**src/rtl/core/nfca_pkg.sv**
```systemverilog
// Shared types, codes, constants and lookup functions of the ISO 14443A activation sequencer.
package nfca_pkg;

	localparam int UID_BYTES = 10;
	localparam int UID_AW    = 4;

	localparam logic [7:0] REQA_BYTE       = 8'h26;
	localparam logic [2:0] REQA_BITS       = 3'd7;
	localparam logic [7:0] ANTICOLL_NVB    = 8'h20;
	localparam logic [7:0] SELECT_NVB      = 8'h70;
	localparam logic [7:0] RATS_CMD        = 8'hE0;
	localparam logic [7:0] RATS_PARAM      = 8'h80;
	localparam logic [7:0] CASCADE_TAG     = 8'h88;
	localparam logic [7:0] SAK_CASCADE_BIT = 8'h04;
	localparam logic [7:0] SAK_ISO4_BIT    = 8'h20;
	localparam logic [7:0] FSCI_MASK       = 8'h0F;
	localparam logic [8:0] DEFAULT_FS      = 9'd32;
	localparam logic [3:0] UID_LIMIT_RST   = 4'd10;
	localparam logic [1:0] LAST_LEVEL      = 2'd2;

	typedef enum logic [1:0] {
		CMD_START = 2'd0,
		CMD_FRAME = 2'd1,
		CMD_ERROR = 2'd2,
		CMD_NONE  = 2'd3
	} cmd_t;

	typedef enum logic [1:0] {
		KIND_TX   = 2'd0,
		KIND_UID  = 2'd1,
		KIND_DONE = 2'd2,
		KIND_FAIL = 2'd3
	} kind_t;

	typedef enum logic [2:0] {
		FRM_REQA     = 3'd0,
		FRM_ANTICOLL = 3'd1,
		FRM_SELECT   = 3'd2,
		FRM_RATS     = 3'd3,
		FRM_UID      = 3'd4,
		FRM_DONE     = 3'd5,
		FRM_FAIL     = 3'd6
	} frm_t;

	typedef enum logic [4:0] {
		PH_IDLE = 5'b00001,
		PH_ATQA = 5'b00010,
		PH_AC   = 5'b00100,
		PH_SAK  = 5'b01000,
		PH_ATS  = 5'b10000
	} phase_t;

	// one frame or report to stream out
	typedef struct packed {
		frm_t       frm;
		logic [3:0] len;
		logic       fail_code;
	} emit_job_t;

	// card state the emitter reads while streaming
	typedef struct packed {
		logic [1:0]      level;
		logic [7:0]      final_sak;
		logic [8:0]      fs;
		logic            iso;
		logic [4:0][7:0] held;
	} emit_ctx_t;

	function automatic logic [7:0] sel_code(input logic [1:0] level);
		logic [7:0] code;
		unique case (level)
			2'd1:    code = 8'h95;
			2'd2:    code = 8'h97;
			default: code = 8'h93;
		endcase
		return code;
	endfunction

	function automatic logic [8:0] fsc_size(input logic [3:0] fsci);
		logic [8:0] size;
		unique case (fsci)
			4'd0:    size = 9'd16;
			4'd1:    size = 9'd24;
			4'd2:    size = 9'd32;
			4'd3:    size = 9'd40;
			4'd4:    size = 9'd48;
			4'd5:    size = 9'd64;
			4'd6:    size = 9'd96;
			4'd7:    size = 9'd128;
			default: size = 9'd256;
		endcase
		return size;
	endfunction

endpackage

```
**src/rtl/core/nfca_seq.sv**
```systemverilog
// Activation sequencer: decodes each beat, runs the BCC and UID-append loops, schedules frames.
module nfca_seq (
	input  logic                  clk,
	input  logic                  arst_n,
	input  logic                  in_valid,
	output logic                  in_ready,
	input  logic [1:0]            in_cmd,
	input  logic [47:0]           in_data,
	input  logic [3:0]            uid_limit,
	output logic                  emit_start,
	output nfca_pkg::emit_job_t   job,
	output nfca_pkg::emit_ctx_t   ctx,
	input  logic                  emit_busy,
	input  logic [3:0]            uid_raddr,
	output logic [7:0]            uid_rdata
);

	typedef enum logic [5:0] {
		ST_IDLE   = 6'b000001,
		ST_DECODE = 6'b000010,
		ST_BCC    = 6'b000100,
		ST_APPEND = 6'b001000,
		ST_DECIDE = 6'b010000,
		ST_EMIT   = 6'b100000
	} st_t;

	st_t                  st_q;
	nfca_pkg::phase_t     phase_q;
	nfca_pkg::cmd_t       cmd_q;
	logic [7:0]           len_q;
	logic [4:0][7:0]      rx_q;
	logic [4:0][7:0]      held_q;
	logic [7:0]           uid_store_q [nfca_pkg::UID_BYTES];
	logic [3:0]           uid_count_q;
	logic [1:0]           level_q;
	logic [7:0]           final_sak_q;
	logic [8:0]           card_fs_q;
	logic                 layer4_q;
	logic [2:0]           idx_q;
	logic [7:0]           bcc_q;
	logic                 start_q;
	nfca_pkg::emit_job_t  job_q;

	logic [7:0] bcc_next;
	logic [3:0] finish_n;
	logic [7:0] tl;

	assign in_ready   = (st_q == ST_IDLE);
	assign emit_start = start_q;
	assign job        = job_q;
	assign bcc_next   = bcc_q ^ rx_q[idx_q];
	assign finish_n   = (uid_count_q < uid_limit) ? uid_count_q : uid_limit;
	assign tl         = rx_q[0];

	assign uid_rdata = (uid_raddr < 4'(nfca_pkg::UID_BYTES)) ? uid_store_q[uid_raddr] : 8'h00;

	always_comb begin
		ctx.level     = level_q;
		ctx.final_sak = final_sak_q;
		ctx.fs        = layer4_q ? card_fs_q : nfca_pkg::DEFAULT_FS;
		ctx.iso       = layer4_q;
		ctx.held      = held_q;
	end

	// payload: captured beat, held response, UID store
	always_ff @(posedge clk) begin
		if (in_valid && in_ready) begin
			len_q <= in_data[7:0];
			rx_q  <= in_data[47:8];
		end
		if (st_q == ST_BCC && idx_q == 3'd3 && bcc_next == rx_q[4])
			held_q <= rx_q;
		if (st_q == ST_APPEND && uid_count_q < 4'(nfca_pkg::UID_BYTES))
			uid_store_q[uid_count_q] <= held_q[idx_q];
	end

	always_ff @(posedge clk or negedge arst_n) begin
		if (!arst_n) begin
			st_q        <= ST_IDLE;
			phase_q     <= nfca_pkg::PH_IDLE;
			cmd_q       <= nfca_pkg::CMD_NONE;
			uid_count_q <= '0;
			level_q     <= '0;
			final_sak_q <= '0;
			card_fs_q   <= '0;
			layer4_q    <= 1'b0;
			idx_q       <= '0;
			bcc_q       <= '0;
			start_q     <= 1'b0;
			job_q       <= '{frm: nfca_pkg::FRM_FAIL, len: 4'd1, fail_code: 1'b0};
		end else begin
			start_q <= 1'b0;
			unique case (st_q)
				ST_IDLE: begin
					if (in_valid) begin
						cmd_q <= nfca_pkg::cmd_t'(in_cmd);
						st_q  <= ST_DECODE;
					end
				end
				ST_DECODE: begin
					st_q <= ST_IDLE;
					unique case (cmd_q)
						nfca_pkg::CMD_START: begin
							level_q     <= '0;
							uid_count_q <= '0;
							final_sak_q <= '0;
							card_fs_q   <= '0;
							layer4_q    <= 1'b0;
							phase_q     <= nfca_pkg::PH_ATQA;
							job_q       <= '{frm: nfca_pkg::FRM_REQA, len: 4'd1, fail_code: 1'b0};
							start_q     <= 1'b1;
							st_q        <= ST_EMIT;
						end
						nfca_pkg::CMD_ERROR: begin
							if (phase_q != nfca_pkg::PH_IDLE) begin
								job_q <= '{frm: nfca_pkg::FRM_FAIL, len: 4'd1,
									fail_code: (phase_q != nfca_pkg::PH_ATQA)};
								phase_q <= nfca_pkg::PH_IDLE;
								start_q <= 1'b1;
								st_q    <= ST_EMIT;
							end
						end
						nfca_pkg::CMD_FRAME: begin
							unique case (phase_q)
								nfca_pkg::PH_ATQA: begin
									start_q <= 1'b1;
									st_q    <= ST_EMIT;
									if (len_q != 8'd2) begin
										job_q   <= '{frm: nfca_pkg::FRM_FAIL, len: 4'd1, fail_code: 1'b0};
										phase_q <= nfca_pkg::PH_IDLE;
									end else begin
										job_q   <= '{frm: nfca_pkg::FRM_ANTICOLL, len: 4'd2, fail_code: 1'b0};
										phase_q <= nfca_pkg::PH_AC;
									end
								end
								nfca_pkg::PH_AC: begin
									if (len_q != 8'd5) begin
										job_q   <= '{frm: nfca_pkg::FRM_FAIL, len: 4'd1, fail_code: 1'b1};
										phase_q <= nfca_pkg::PH_IDLE;
										start_q <= 1'b1;
										st_q    <= ST_EMIT;
									end else begin
										bcc_q <= '0;
										idx_q <= '0;
										st_q  <= ST_BCC;
									end
								end
								nfca_pkg::PH_SAK: begin
									if (len_q != 8'd1) begin
										job_q   <= '{frm: nfca_pkg::FRM_FAIL, len: 4'd1, fail_code: 1'b1};
										phase_q <= nfca_pkg::PH_IDLE;
										start_q <= 1'b1;
										st_q    <= ST_EMIT;
									end else begin
										// drop the cascade tag from the UID
										idx_q <= (held_q[0] == nfca_pkg::CASCADE_TAG) ? 3'd1 : 3'd0;
										st_q  <= ST_APPEND;
									end
								end
								nfca_pkg::PH_ATS: begin
									start_q <= 1'b1;
									st_q    <= ST_EMIT;
									phase_q <= nfca_pkg::PH_IDLE;
									if (len_q == 8'd0) begin
										job_q <= '{frm: nfca_pkg::FRM_FAIL, len: 4'd1, fail_code: 1'b1};
									end else begin
										if (len_q >= tl && tl > 8'd1)
											card_fs_q <= nfca_pkg::fsc_size(
												4'(rx_q[1] & nfca_pkg::FSCI_MASK));
										else
											card_fs_q <= nfca_pkg::DEFAULT_FS;
										layer4_q <= 1'b1;
										if (finish_n == 4'd0)
											job_q <= '{frm: nfca_pkg::FRM_DONE, len: 4'd1,
												fail_code: 1'b0};
										else
											job_q <= '{frm: nfca_pkg::FRM_UID, len: finish_n,
												fail_code: 1'b0};
									end
								end
								default: begin
									st_q <= ST_IDLE;
								end
							endcase
						end
						default: begin
							st_q <= ST_IDLE;
						end
					endcase
				end
				ST_BCC: begin
					// one byte of the XOR check per cycle
					if (idx_q == 3'd3) begin
						start_q <= 1'b1;
						st_q    <= ST_EMIT;
						if (bcc_next != rx_q[4]) begin
							job_q   <= '{frm: nfca_pkg::FRM_FAIL, len: 4'd1, fail_code: 1'b1};
							phase_q <= nfca_pkg::PH_IDLE;
						end else begin
							job_q   <= '{frm: nfca_pkg::FRM_SELECT, len: 4'd7, fail_code: 1'b0};
							phase_q <= nfca_pkg::PH_SAK;
						end
					end else begin
						bcc_q <= bcc_next;
						idx_q <= idx_q + 3'd1;
					end
				end
				ST_APPEND: begin
					if (uid_count_q < 4'(nfca_pkg::UID_BYTES))
						uid_count_q <= uid_count_q + 4'd1;
					idx_q <= idx_q + 3'd1;
					if (idx_q == 3'd3)
						st_q <= ST_DECIDE;
				end
				ST_DECIDE: begin
					start_q <= 1'b1;
					st_q    <= ST_EMIT;
					if ((rx_q[0] & nfca_pkg::SAK_CASCADE_BIT) != 8'h00) begin
						if (level_q >= nfca_pkg::LAST_LEVEL) begin
							job_q   <= '{frm: nfca_pkg::FRM_FAIL, len: 4'd1, fail_code: 1'b1};
							phase_q <= nfca_pkg::PH_IDLE;
						end else begin
							level_q <= level_q + 2'd1;
							job_q   <= '{frm: nfca_pkg::FRM_ANTICOLL, len: 4'd2, fail_code: 1'b0};
							phase_q <= nfca_pkg::PH_AC;
						end
					end else begin
						final_sak_q <= rx_q[0];
						if ((rx_q[0] & nfca_pkg::SAK_ISO4_BIT) != 8'h00) begin
							job_q   <= '{frm: nfca_pkg::FRM_RATS, len: 4'd2, fail_code: 1'b0};
							phase_q <= nfca_pkg::PH_ATS;
						end else begin
							phase_q <= nfca_pkg::PH_IDLE;
							if (finish_n == 4'd0)
								job_q <= '{frm: nfca_pkg::FRM_DONE, len: 4'd1, fail_code: 1'b0};
							else
								job_q <= '{frm: nfca_pkg::FRM_UID, len: finish_n, fail_code: 1'b0};
						end
					end
				end
				ST_EMIT: begin
					// hold until the emitter has loaded the final beat
					if (!start_q && !emit_busy)
						st_q <= ST_IDLE;
				end
				default: begin
					st_q <= ST_IDLE;
				end
			endcase
		end
	end

endmodule

```
**src/rtl/core/nfca_emit.sv**
```systemverilog
// Result emitter: formats job beats one per cycle unless stalled, into a registered output.
module nfca_emit (
	input  logic                 clk,
	input  logic                 arst_n,
	input  logic                 start,
	input  nfca_pkg::emit_job_t  job,
	input  nfca_pkg::emit_ctx_t  ctx,
	output logic                 busy,
	output logic [3:0]           uid_raddr,
	input  logic [7:0]           uid_rdata,
	output logic                 m_axis_tvalid,
	input  logic                 m_axis_tready,
	output logic [39:0]          m_axis_tdata,
	output logic [1:0]           m_axis_tuser,
	output logic                 m_axis_tlast
);

	logic                 busy_q;
	nfca_pkg::emit_job_t  job_q;
	logic [3:0]           bi_q;
	logic                 out_valid_q;
	logic [39:0]          out_data_q;
	logic [1:0]           out_kind_q;
	logic                 out_last_q;

	logic                 load;
	logic                 is_last;
	logic [3:0]           bi_m2;
	nfca_pkg::kind_t      kind;
	logic [7:0]           data_byte;
	logic [2:0]           tx_bits;
	logic                 crc_on;
	logic [3:0]           uid_length;
	logic [7:0]           sak_value;
	logic [8:0]           frame_size;
	logic                 iso4_active;
	logic                 fail_code;

	assign busy          = busy_q;
	assign uid_raddr     = bi_q;
	assign load          = busy_q && (!out_valid_q || m_axis_tready);
	assign is_last       = (bi_q == job_q.len - 4'd1);
	assign bi_m2         = bi_q - 4'd2;
	assign m_axis_tvalid = out_valid_q;
	assign m_axis_tdata  = out_data_q;
	assign m_axis_tuser  = out_kind_q;
	assign m_axis_tlast  = out_last_q;

	always_comb begin
		kind        = nfca_pkg::KIND_TX;
		data_byte   = 8'h00;
		tx_bits     = 3'd0;
		crc_on      = 1'b0;
		uid_length  = 4'd0;
		sak_value   = 8'h00;
		frame_size  = 9'd0;
		iso4_active = 1'b0;
		fail_code   = 1'b0;
		unique case (job_q.frm)
			nfca_pkg::FRM_REQA: begin
				data_byte = nfca_pkg::REQA_BYTE;
				tx_bits   = nfca_pkg::REQA_BITS;
			end
			nfca_pkg::FRM_ANTICOLL: begin
				data_byte = (bi_q == 4'd0) ? nfca_pkg::sel_code(ctx.level) : nfca_pkg::ANTICOLL_NVB;
			end
			nfca_pkg::FRM_SELECT: begin
				crc_on = 1'b1;
				unique case (bi_q)
					4'd0:    data_byte = nfca_pkg::sel_code(ctx.level);
					4'd1:    data_byte = nfca_pkg::SELECT_NVB;
					default: data_byte = ctx.held[bi_m2[2:0]];
				endcase
			end
			nfca_pkg::FRM_RATS: begin
				crc_on    = 1'b1;
				data_byte = (bi_q == 4'd0) ? nfca_pkg::RATS_CMD : nfca_pkg::RATS_PARAM;
			end
			nfca_pkg::FRM_UID: begin
				kind        = nfca_pkg::KIND_UID;
				data_byte   = uid_rdata;
				uid_length  = job_q.len;
				sak_value   = ctx.final_sak;
				frame_size  = ctx.fs;
				iso4_active = ctx.iso;
			end
			nfca_pkg::FRM_DONE: begin
				kind        = nfca_pkg::KIND_DONE;
				sak_value   = ctx.final_sak;
				frame_size  = ctx.fs;
				iso4_active = ctx.iso;
			end
			default: begin
				kind      = nfca_pkg::KIND_FAIL;
				fail_code = job_q.fail_code;
			end
		endcase
	end

	// payload of the output register
	always_ff @(posedge clk) begin
		if (load) begin
			out_data_q <= {5'd0, fail_code, iso4_active, frame_size, sak_value, uid_length,
				crc_on, tx_bits, data_byte};
			out_kind_q <= kind;
			out_last_q <= is_last;
		end
		if (start)
			job_q <= job;
	end

	always_ff @(posedge clk or negedge arst_n) begin
		if (!arst_n) begin
			busy_q      <= 1'b0;
			bi_q        <= '0;
			out_valid_q <= 1'b0;
		end else begin
			if (start) begin
				busy_q <= 1'b1;
				bi_q   <= '0;
			end else if (load) begin
				bi_q <= bi_q + 4'd1;
				if (is_last)
					busy_q <= 1'b0;
			end
			if (load)
				out_valid_q <= 1'b1;
			else if (m_axis_tready)
				out_valid_q <= 1'b0;
		end
	end

endmodule

```
**src/rtl/core/nfc_type_a_activation.sv**
```systemverilog
// Reader-side ISO 14443A activation: UID limit register, sequencer and result emitter.
// Path: an input beat is captured and decoded; an anticollision reply then runs the BCC loop,
// a SAK reply the UID append and decision states, before the emitter loads the output register.
// Throughput: one result beat per cycle while the output is not stalled; an item holds the input
// until the last of its result beats (at most 10) is loaded; an ignored beat holds it through decode.
// Reset (arst_n low, asynchronous): sequencer idle, card state cleared, UID limit 10.
module nfc_type_a_activation (
	input  logic        clk,
	input  logic        arst_n,
	input  logic        cfg_we,
	input  logic [3:0]  cfg_wdata,      // uid_out_limit
	input  logic        s_axis_tvalid,
	output logic        s_axis_tready,
	input  logic [47:0] s_axis_tdata,   // rx_len, rx_byte0, rx_byte1, rx_byte2, rx_byte3, rx_byte4
	input  logic [1:0]  s_axis_tuser,   // command
	output logic        m_axis_tvalid,
	input  logic        m_axis_tready,
	output logic [39:0] m_axis_tdata,   // data_byte, tx_bits, crc_on, uid_length, sak_value,
	                                    // frame_size, iso4_active, fail_code, zero pad
	output logic [1:0]  m_axis_tuser,   // kind
	output logic        m_axis_tlast
);

	logic                 uid_limit_q;
	logic [3:0]           limit_q;
	logic                 emit_start;
	logic                 emit_busy;
	nfca_pkg::emit_job_t  job;
	nfca_pkg::emit_ctx_t  ctx;
	logic [3:0]           uid_raddr;
	logic [7:0]           uid_rdata;

	always_ff @(posedge clk or negedge arst_n) begin
		if (!arst_n) begin
			limit_q     <= nfca_pkg::UID_LIMIT_RST;
			uid_limit_q <= 1'b0;
		end else begin
			uid_limit_q <= cfg_we;
			if (cfg_we)
				limit_q <= cfg_wdata;
		end
	end

	nfca_seq u_seq (
		.clk        (clk),
		.arst_n     (arst_n),
		.in_valid   (s_axis_tvalid),
		.in_ready   (s_axis_tready),
		.in_cmd     (s_axis_tuser),
		.in_data    (s_axis_tdata),
		.uid_limit  (limit_q),
		.emit_start (emit_start),
		.job        (job),
		.ctx        (ctx),
		.emit_busy  (emit_busy || uid_limit_q),
		.uid_raddr  (uid_raddr),
		.uid_rdata  (uid_rdata)
	);

	nfca_emit u_emit (
		.clk           (clk),
		.arst_n        (arst_n),
		.start         (emit_start),
		.job           (job),
		.ctx           (ctx),
		.busy          (emit_busy),
		.uid_raddr     (uid_raddr),
		.uid_rdata     (uid_rdata),
		.m_axis_tvalid (m_axis_tvalid),
		.m_axis_tready (m_axis_tready),
		.m_axis_tdata  (m_axis_tdata),
		.m_axis_tuser  (m_axis_tuser),
		.m_axis_tlast  (m_axis_tlast)
	);

endmodule

```
**config.mk**
```make
export PLATFORM = sky130hd
export DESIGN_NAME = nfc_type_a_activation
export DESIGN_NICKNAME = d
export VERILOG_FILES = /design/src/rtl/core/nfca_pkg.sv /design/src/rtl/core/nfca_seq.sv /design/src/rtl/core/nfca_emit.sv /design/src/rtl/core/nfc_type_a_activation.sv
export SDC_FILE = /design/constraint.sdc
export NUM_CORES = 1
export LEC_CHECK = 0
export BUFFER_PORTS_ARGS = -buffer_cell sky130_fd_sc_hd__buf_2
export CAP_MARGIN = 25
export CELL_PAD_IN_SITES_DETAIL_PLACEMENT = 1
export CELL_PAD_IN_SITES_GLOBAL_PLACEMENT = 1
export CORE_MARGIN = 10
export CORE_UTILIZATION = 53
export DETAILED_ROUTE_END_ITERATION = 16
export PLACE_DENSITY_LB_ADDON = 0.1
export SETUP_SLACK_MARGIN = 0.02
export SKIP_CTS_REPAIR_TIMING = 1
export SYNTH_ARGS = -nofsm -noshare
export SYNTH_HDL_FRONTEND = slang
export SYNTH_SLANG_ARGS = --single-unit
```
**constraint.sdc**
```tcl
create_clock -name clk -period 18.3 [get_ports clk]
set_input_delay 1.83 -clock clk [delete_from_list [all_inputs] [get_ports clk]]
set_output_delay 1.83 -clock clk [all_outputs]
set_load 0.005 [all_outputs]
```
After elaboration in Yosys (flattened, before gate mapping)
Memory sizes are Yosys's and may differ from the RTL's. A register that Yosys moved wholly into a read port is not among the register bits. Cells that the tools add are included.

Multiply operators: 0. Multiplexer cells: 100. Reductions and logical operators: 42. Shift operators: 0. Order comparisons: 8. Add/subtract/negate cells: 6. Div/mod/pow operators: 0. Eq/ne operators: 53. Bitwise logic cells: 1.

Operators by type and width (count): $mux 8 (21); $bmux 8 s3 (3); $mux 6 (9); $pmux 8 s2 (3); $pmux 8 s3 (2); $pmux 8 s5 (1); $mux 9 (4); $pmux 6 s3 (2); $pmux 6 s6 (1); $pmux 8 s4 (1); $mux 5 (6); $pmux 5 s3 (2); $mux 3 (8); $mux 4 (6); $ne 2x2->1 const B (11); $pmux 5 s4 (1); $pmux 9 s2 (1); $mux 1 (15); $reduce_bool 2->1 (7); $ne 4x3->1 const B (3); $pmux 3 s2 (2); $reduce_and 4->1 (3); $eq 3x2->1 const B (3); $ne 3x3->1 const B (3); other kinds (63) (92).

Word-level logic and storage cells: 252. Flip-flop bits (word level): 202. Bits in latches: 0. Bits in writable memories: 80. Input bits: 59. Bits in read-only memories: 40. Memories: 2. Output and inout bits: 45.

Memories: u_seq.uid_store_q (depth 10, width 8, rd ports 1, clocked after memory_dff 0, write ports 1, RTL line nfca_seq.sv:33) `logic [7:0] uid_store_q [nfca_pkg::UID_BYTES];`; (no name shown) (depth 8, width 5, rd ports 1, clocked after memory_dff 1, write ports 0, RTL line nfca_pkg.sv:81) `unique case (fsci)`.

Logic depth before layout (Yosys ltp)
Gate-level depths: netlist (run 1).

Depth in word-level cells: 8. Depth in mapped cells: 11. Mapped depth without buffers: 9.

Hierarchy
A second synthesis (run 1) with hierarchy kept.

Cells, all modules: 1030. Area total of the unflattened synthesis: 13513.0 um^2.

Modules (own cells, without submodules): nfca_seq (seq. area each 6480.0 um^2, area an instance 10667.7 um^2, cells an instance 800, instances 1); nfca_emit (seq. area each 1471.4 um^2, area an instance 2666.3 um^2, cells an instance 220, instances 1); nfc_type_a_activation (seq. area each 127.6 um^2, area an instance 178.9 um^2, cells an instance 10, instances 1).

Least setup slack after synthesis (run 1)
Ideal clock, no wire load.

Path kind: register -> register. From: register u_seq.idx_q[0]. To: register u_seq.held_q, in the netlist u_seq.ctx[0] (enable). Stages on the path, launching flop included: 9. Path buffers: 2. Library setup time: 537 ps. Clock period less this slack: 6034 ps. Slack: 12266 ps. Required time: 17763 ps. Data arrival time: 5497 ps. Cells stage by stage: dfrtp_1 > buf_2 > buf_2 > mux2i_1 > o21ai_0 > or2_2 > a31oi_1 > nand4_1 > nor4_1.

Longest elaborated chain between the ends: 5. Elaborated cells on any way between the ends: 7. Those cells by class: eq/ne (2); mux (2); bitwise (1); reduce/logical (2).

RTL lines: start: declaration (RTL line nfca_seq.sv:39) `logic [2:0] idx_q;`; start signal: assignment (RTL line nfca_seq.sv:156) `idx_q <= (held_q[0] == nfca_pkg::CASCADE_TAG) ? 3'd1 : 3'd0;`; start signal: assignment (RTL line nfca_seq.sv:205) `idx_q <= idx_q + 3'd1;`; start signal: assignment (RTL line nfca_seq.sv:211) `idx_q <= idx_q + 3'd1;`; $bmux 8 s3 (RTL line nfca_seq.sv:51) `assign bcc_next = bcc_q ^ rx_q[idx_q];`; $mux 8 (not written as such) (RTL line nfca_seq.sv:51); $xor 8x8->8 (RTL line nfca_seq.sv:51); $eq 8x8->1 (RTL line nfca_seq.sv:71) `if (st_q == ST_BCC && idx_q == 3'd3 && bcc_next == rx_q[4])`; $logic_and 1x1->1 * (RTL line nfca_seq.sv:71); end signal: assignment (RTL line nfca_seq.sv:72) `held_q <= rx_q;`; end: declaration (RTL line nfca_seq.sv:32) `logic [4:0][7:0] held_q;`.

Mark *: on every way between the ends. The rest lies on a longest branch, timed or not. The select of a mux whose other input is x is not followed. A chain may end at the register's enable or synchronous reset.

Worst setup path in the final report (run 1)
From: register u_seq.st_q[4]. To: output port s_axis_tready.

Longest elaborated chain between the ends: 1.

RTL lines: start: declaration (RTL line nfca_seq.sv:27) `st_t st_q;`; start signal: assignment (RTL line nfca_seq.sv:79) `st_q <= ST_IDLE;`; start signal: assignment (RTL line nfca_seq.sv:97) `st_q <= ST_DECODE;`; start signal: assignment (RTL line nfca_seq.sv:101) `st_q <= ST_IDLE;`; $eq 6x1->1 (RTL line nfca_seq.sv:48) `assign in_ready = (st_q == ST_IDLE);`; end: declaration (RTL line nfc_type_a_activation.sv:13) `output logic s_axis_tready,`.

Every way passes these cells.

==> impl.org, run 1 <==
** Run status
- Outcome :: complete, no violations

** Final layout
- # nets final :: about 1200
- In the layout the commonest cells are 208 x sky130_fd_sc_hd__edfxtp_1, 94 x sky130_fd_sc_hd__buf_2, 69 x sky130_fd_sc_hd__nand2_1.
- Compared with the post-synthesis result, the final layout area differs by 12.1%.
- The library cell used most frequently in the layout, excluding fill and tap cells, is sky130_fd_sc_hd__edfxtp_1.
- Proportion of layout cells with a drive suffix above 1 :: 0.180
- The count of cells in the finished layout, fillers not included, comes to between 1000 and 1500.
- Post-route design area :: 14800 µm²
- 0 antenna diodes ended up in the layout.

** Yosys
- Synth top area cells :: sky130_fd_sc_hd__edfxtp_1 47%, sky130_fd_sc_hd__dfrtp_1 10%, sky130_fd_sc_hd__mux4_2 4.3%, sky130_fd_sc_hd__mux2i_1 4.2%, sky130_fd_sc_hd__ha_1 2.8%
- Syn Inst Count :: 1028
- Post-synthesis instance area :: 13200 µm²
- Of all flip-flops after synthesis, the portion carrying an async set or reset was 0.228.
- Seq cells post-synth :: 276
- Counting flops with a built-in enable in the synthesized netlist gives 208.
- The share of the Yosys chip area taken by registers is 0.602.
- sky130_fd_sc_hd__edfxtp_1 takes more of the synthesized area than any other cell.
- Count of cell types in the netlist :: between 70 and 80
- Average footprint of a synthesized cell :: 12.8 µm²
- For this run, the leading register cell type out of synthesis is sky130_fd_sc_hd__edfxtp_1.
- Post-synth top area share :: 0.474
- Number of synthesis warnings :: 0

** CTS
- The later pin in the worst-skew pair is clocked with a latency of around 0.55 ns.
- Maximum clock path buffer count :: 3
- TritonCTS built the clock tree.
- CTS Buf Count :: 28
- Clock-pin transition on the worst setup and hold timing paths :: around 0.06 ns
- Counting every sink on the clock net gives 276.
- In this run the clock root is driven by a sky130_fd_sc_hd__clkbuf_16.
- CTS built an H-tree with a depth of 1.

** Routing
- Via count :: 8780
- Routed vias/inst :: 6.03
- In the routed design, unresolved DRC markers number 0.
- Iteration count of the initial detailed-routing pass :: 5
- The detailed router put a total of ~15 mm of wire on met1.
- The routed design uses 15.7 mm of met2 wire.
- Summed over all layers, the routed wires come to 32.9 mm.
- Highest routed metal layer :: met5
- In this run the remaining antenna-violating nets after routing total 0.
- Met3 wirelength from detailed routing :: approximately 1.8 mm
- Initial DRC count :: slightly below 700
- Detail-routed net length per standard cell :: 22.6 µm

** Timing
- For this run, the top clock speed supported by timing is 0.263 GHz.
- On the final layout, the worst hold slack is 0.445 ns.
- Layout Skew :: 0.0181 ns
- Worst-Margin Slew :: 1.03 ns
- Ratio of final minimum period to clock period :: 0.208
- Number of max-slew violations in the final report :: 0
- RSZ-0062 raised after global routing :: false
- Final-layout setup total negative slack :: 0 ns
- The routed design could run at a clock period as short as between 3 and 4 ns.
- Headroom to the max-slew limit came out at 0.310.
- Number of hold-slack violations in the final timing report :: 0
- Worst Slack Setup Final :: 14.49 ns
- Final setup violation count :: 0

** Floorplan
- The total area inside the core boundary comes to 24400 µm².
- In this run the core area contains 57 standard-cell rows.
- For this configuration, the core starts out at a cell density of 0.540.
- The floorplan step defined a die boundary enclosing 31600 µm².
- Die H :: 178 µm
- I/O pin count :: roughly 100
- Horizontal die dimension :: 178 µm

** Place
- In this run, placement finished with an instance count of around 1400.
- At the end of routability-driven placement, the weighted congestion stood at 0.895.
- DP HPWL :: approximately 23 mm
- Port buffering added 94 buffers.
- Before CTS, the worst setup slack after placement is 14.52 ns.
- After detailed placement, the total cell area comes to roughly 14000 µm².

** Global routing
- Initial antenna violation count :: 1
- For this run, the total global-route usage over all layers was measured as 0.210.
- The via count of the first global-routing pass came to 9309.
- Overflow after GRT :: 0
- Entering global routing, the biggest net connects 64 pins.
- First-pass GRT wire length :: between 50 and 60 mm

** Critical path
- Of all nets on the critical path, the largest fanout is 10.
- For the worst setup path, the data arrival time is 1.98 ns.
- The worst register-to-register path has a setup slack of about 15 ns.
- Type of the worst setup path :: reg2out
- STA classifies the critical path startpoint as a flop.
- Crit path capture type :: primary output
- Required time of the critical path :: 16.47 ns

** Power and ir drop
- Leak :: ~0.0056 µW
- The worst-case IR drop observed on VDD is 85.1 µV.
- Power per unit of standard cell area :: around 130 nW/µm²

** Job
- Maxcap violations :: 0

** Worst hold path
- Type of the most critical hold path :: reg2reg
==> sequential cells by signal, summed over array words and instances, names as in the netlist, 2 cells and up, named ones only <==
signal / count
u_seq.uid_store_q: 80
u_seq.ctx: 40
u_seq.rx_q: 32
u_emit.m_axis_tdata: 29
u_emit.job_q: 8
u_seq.bcc_q: 8
u_seq.job: 8
u_seq.len_q: 8
u_seq.tl: 8
u_seq.final_sak_q: 7
u_seq.card_fs_q: 6
u_seq.st_q: 6
limit_q: 4
u_emit.uid_raddr: 4
u_seq.phase_q: 4
u_seq.uid_count_q: 4
u_seq.idx_q: 3
u_emit.m_axis_tuser: 2
u_seq.cmd_q: 2
u_seq.level_q: 2
==> path summary, 6_finish.rpt <==
| check | from | end | depth (start not counted) |
|---|---|---|---|
| setup / recovery | u_seq.st_q[4] | s_axis_tready | 3 |
| hold reg to reg | u_seq.job[5] | u_emit.job_q[5] | 0 |
| setup reg to reg | u_seq.idx_q[0] | u_seq.ctx[5] | 8 |
| hold / removal | u_seq.job[5] | u_emit.job_q[5] | 0 |
| min in group asynchronous | arst_n | uid_limit_q | 2 |
| max in group asynchronous | arst_n | u_emit.uid_raddr[0] | 2 |
==> stage by stage <==
stage | util | power (µW)
final | 0.606 | 1860
after global routing | 0.606 | 1950
after CTS | 0.605 | 1870
after detailed placement | 0.568 | 1310
after global placement | 0.568 | 1290
after floorplan | - | 1140
==> layout make-up <==
class | count | area (µm²)
flip-flops and latches | 276 | 7940
well taps | 324 | 405
clock buffers | 38 | 790
repair buffers | 105 | 554
fillers | 2445 | 9620
multi-input cells | 657 | 4820
clock inverters | 14 | 113
inverters | 41 | 154
==> critical path, cell delays in order (launching register included) <==
cell and delay, ns:
sky130_fd_sc_hd__dfrtp_1 0.48, sky130_fd_sc_hd__or4_4 0.61, sky130_fd_sc_hd__nor3b_1 0.20, sky130_fd_sc_hd__buf_2 0.14
==> cell families (layout without fill, tap and decap cells) <==
kind of cell	after synthesis	count (layout)	share of synthesized area
other cells	1	9	0.000285
buf+inv	103	198	0.0353
flops	276	276	0.602
compound gates	214	214	0.111
fa+ha+maj	30	30	0.0285
mux	89	89	0.0922
xor+xnor	21	21	0.0140
simple gates	294	294	0.117
==> power by group <==
| group | leakage (µW) | internal (µW) | switching, µW |
|---|---|---|---|
| Sequential | 0.00279 | 772 | 85.8 |
| Combinational | 0.00234 | 190 | 252 |
| Clock | 0.000439 | 328 | 230 |
| Total | 0.00557 | 1290 | 567 |
==> synth_stat cells, drive strengths merged (4+ instances only) <==
library cell	number
nor4	9
and2	19
nand2b	19
ha	30
nand4b	4
dfrtp	55
nand3	16
clkbuf	32
a211o	10
nand4	11
nor3	17
o31ai	8
and3	21
inv	41
nor3b	7
dfxtp	5
nor2	64
nor2b	10
o221ai	4
buf	30
a31oi	6
nand3b	10
nand2	70
a21o	9
a22o	10
a211oi	7
o211ai	4
a21oi	39
edfxtp	208
xor2	8
a22oi	7
or4	7
dfstp	8
o22ai	21
mux4	25
mux2i	55
o21ai	54
xnor2	13
mux2	9
==> per-layer routing <==
metal,vias up,track usage
li1,4048,-
met1,4401,0.281
met2,273,0.349
met3,56,0.0342
met4,2,0.0549
met5,-,0
Note: power is estimated with default switching activity, not from simulation.
==> run 2: changes to the inputs <==
Settings changed: CORE_UTILIZATION 53 to 45.
Clock period 18.3 ns to 3.1 ns, I/O delays scaled along.
==> run 2 against run 1 <==
The flow now finishes with violations (hold timing); worst setup slack got worse by 14 ns; total power rose to 6.2 times the previous value; clock power grew to 6.8 times the previous value; clock-buffer cell count grew 2; critical path depth grew 5; combinational power grew to 6.4 times the previous value; cell count rose by 9.6%; wire length increased by 6.6%; critical endpoint is now u_seq.ctx[4].
==> impl.org, run 2 (same netlist as run 1, synthesis figures left out) <==
** Final layout
- Register with the most flip-flops :: u_seq.uid_store_q
- Leading cell types in the layout, fill and taps excluded :: 208 x sky130_fd_sc_hd__edfxtp_1, 94 x sky130_fd_sc_hd__buf_2, 69 x sky130_fd_sc_hd__nand2_1
- The number of antenna diodes in the final layout is 0.
- Count of non-filler cells in the finished layout :: roughly 1600
- Relative to the synthesized area, the layout overhead comes to 19.6%.
- Of the cells placed in the final design, the portion with a size suffix greater than 1 is 0.194.
- The register with the most flip-flops in the layout has 80 of them.
- Sequential cell area :: 7940 µm²
- Fill cells in the final layout number 2883.
- Multi-input logic area :: ~4800 µm²
- # nets final :: 1275
- The library cell used most frequently in the layout, excluding fill and tap cells, is sky130_fd_sc_hd__edfxtp_1.
- After routing the design area is 15700 µm².

** CTS
- Maximum clock path buffer count :: 3
- Clock-pin transition on the worst setup and hold timing paths :: about 0.06 ns
- CTS Root Buffer Type :: sky130_fd_sc_hd__clkbuf_16
- TritonCTS clock tree :: done
- CTS Buf Count :: 30
- Insertion delay of the later-clocked pin in the worst-skew pair :: 0.55 ns
- CTS saw 276 sinks.
- CTS built an H-tree with a depth of 1.

** Timing
- In the final timing run, aggregate negative setup slack is 0 ns.
- The number of slew-limit violations in the final report is 0.
- Measured against its own limit, the worst slew margin works out to 0.457.
- Final setup violation count :: 0
- Crit path time final :: between 2 and 3 ns
- Across the routed clock network, the largest skew measured is 0.0122 ns.
- Across all hold checks on the routed design, the worst slack comes to -0.0281 ns.
- For the pin with the worst max-slew slack, the measured transition is 0.814 ns.
- The number of failing hold endpoints at the final stage was 3.
- Ratio of final minimum period to clock period :: 0.921
- Derived from the worst setup path, the maximum achievable clock frequency is between 0.3 and 0.4 GHz.
- RSZ-0062 raised after global routing :: false

** Power and ir drop
- VDD sags by at most between 500 and 600 µV.
- For this design the total switching power over the nets is around 3400 µW.
- In this run the power density over the cells is around 740 nW/µm².
- The completed layout was analyzed and its total power is approximately 12000 µW.
- Leak :: 0.00600 µW
- Of the total power, combinational logic draws 0.246.
- Relative contribution of the clock network to total power :: 0.326
- Power share of the sequential group :: 0.428
- The internal portion of the total power is about 8000 µW.
- Of the total power, the share spent switching nets is 0.298.

** Worst hold path
- The worst hold path belongs to the class in2reg.

** Place
- DP HPWL :: about 25 mm
- In this run the cell area measured after placement is 14200 µm².
- Buffers placed on the I/O ports in this run total 94.
- At the end of routability-driven placement, the weighted congestion stood at between 0.8 and 0.9.
- Including well taps, the total number of placed cells is roughly 1500.

** Run status
- The run finished, with violations left.
- The final reports fail on hold timing.

** Critical path
- By instance count, the cell type seen most on the critical path is sky130_fd_sc_hd__mux2i_1.
- Register-to-register path setup slack :: between 0.2 and 0.25 ns
- Worst endpoint data arrival time :: 3.10 ns
- CP Buf/Inv Count :: 2
- STA classifies the critical path endpoint as a flop.
- Type of the worst setup path :: reg2reg
- Worst path cell trace :: buf_6 > mux2i_1 > mux2i_1 > o22ai_1 > a21bo_2 > nand4_1 > nor4_4 > buf_12
- The worst setup path is launched from a flop.
- Worst path top cell family by delay :: simple AND/OR/NAND/NOR gates
- Required time of the critical path :: 3.34 ns
- Critical path's largest stage delay :: 0.40 ns
- Peak fanout along the critical path :: 40
- Cell with the largest stage delay on the worst path :: sky130_fd_sc_hd__dfrtp_2

** Floorplan
- In this run the horizontal extent of the chip is 191 µm.
- The floorplan step defined a core boundary enclosing about 29000 µm².
- For this configuration, the core starts out at a cell density of 0.458.
- I/O pin count :: 104
- The floorplan has 62 rows.
- Total die area :: 36500 µm²
- From bottom edge to top edge, the die measures 191 µm.

** Routing
- In the final routed layout, each cell accounts on average for 22.0 µm.
- The pre-antenna-repair detailed-routing pass consisted of 5 iterations.
- Antenna-violating nets left :: 0
- Overall routed net length :: 35.1 mm
- Routed vias/inst :: between 5 and 6
- Via count :: roughly 9000
- Initial DRC count :: 674
- Post-route DRC violation count :: 0

** Global routing
- Overall Global Routing Usage :: 0.185
- The first global-routing pass estimated 53.5 mm of wire.
- The via count of the first global-routing pass was 9126.
- Overflow after GRT :: 0
- Initial antenna violation count :: 0
- Entering global routing, the biggest net connects approximately 40 pins.

** Job
- Maxcap violations :: 0
[run 2: changes by cell type in the layout (fill, tap and decap cells not counted), moves of 2 or more]
cell	previous run	this run
sky130_fd_sc_hd__clkinv_1	8	1
sky130_fd_sc_hd__bufinv_16	2	6
sky130_fd_sc_hd__clkinv_4	0	2
sky130_fd_sc_hd__buf_12	0	3
sky130_fd_sc_hd__clkbuf_8	3	0
sky130_fd_sc_hd__clkbuf_16	29	31
sky130_fd_sc_hd__dlygate4sd3_1	0	53
sky130_fd_sc_hd__buf_4	9	29
sky130_fd_sc_hd__clkbuf_1	6	9
[run 2: final timing paths]
check                                            end      startpoint  cells after the start
max in group asynchronous         u_seq.card_fs_q[7]          arst_n                      4
worst min register to register    u_seq.card_fs_q[4]            flop                      1
min in group asynchronous       u_seq.uid_count_q[1]          arst_n                      2
worst max-delay path                    u_seq.ctx[4]  u_seq.idx_q[0]                      8
worst max register to register          u_seq.ctx[4]  u_seq.idx_q[0]                      8
worst min-delay path                      limit_q[3]    cfg_wdata[3]                      3
[run 2: layout make-up]
cell class | count | share of cell area
Timing Repair Buffer | 180 | 0.0819
Multi-Input combinational cell | 657 | 0.307
Inverter | 41 | 0.00977
Clock inverter | 16 | 0.0156
Sequential cell | 276 | 0.504
Tap cell | 384 | 0.0305
Clock buffer | 40 | 0.0514
[run 2: power groups by stage]
stage / registers, µW / clock network, µW / logic [µW]
after global routing: 5020 / 4010 / 3150
after floorplan: 4850 / 0 / 1910
after detailed placement: 5040 / 0 / 2800
final: 4970 / 3780 / 2850
after global placement: 5020 / 0 / 2750
after CTS: 4970 / 3850 / 2820
[run 2: worst min-delay path, stage by stage]
cell and delay [ns]:
sky130_fd_sc_hd__buf_2 0.07, sky130_fd_sc_hd__nand2_1 0.04, sky130_fd_sc_hd__o21ai_0 0.06
[run 2: per-stage QoR]
stage / worst slack, ns / utilization
after floorplan: -0.334 / -
after global placement: 0.361 / 0.492
after CTS: 0.195 / 0.529
after global routing: 0.0687 / 0.547
final: 0.245 / 0.547
after detailed placement: 0.230 / 0.492
[run 2: per-layer routing]
layer  wire (µm)  track usage  vias up  part of all wire
met5           0            0        -                 0
met4         532       0.0340        0             0.015
met3        1580       0.0299       42             0.045
met2       16900        0.303      197              0.48
met1       16100        0.258     4529              0.46
li1            -            -     4203                 -
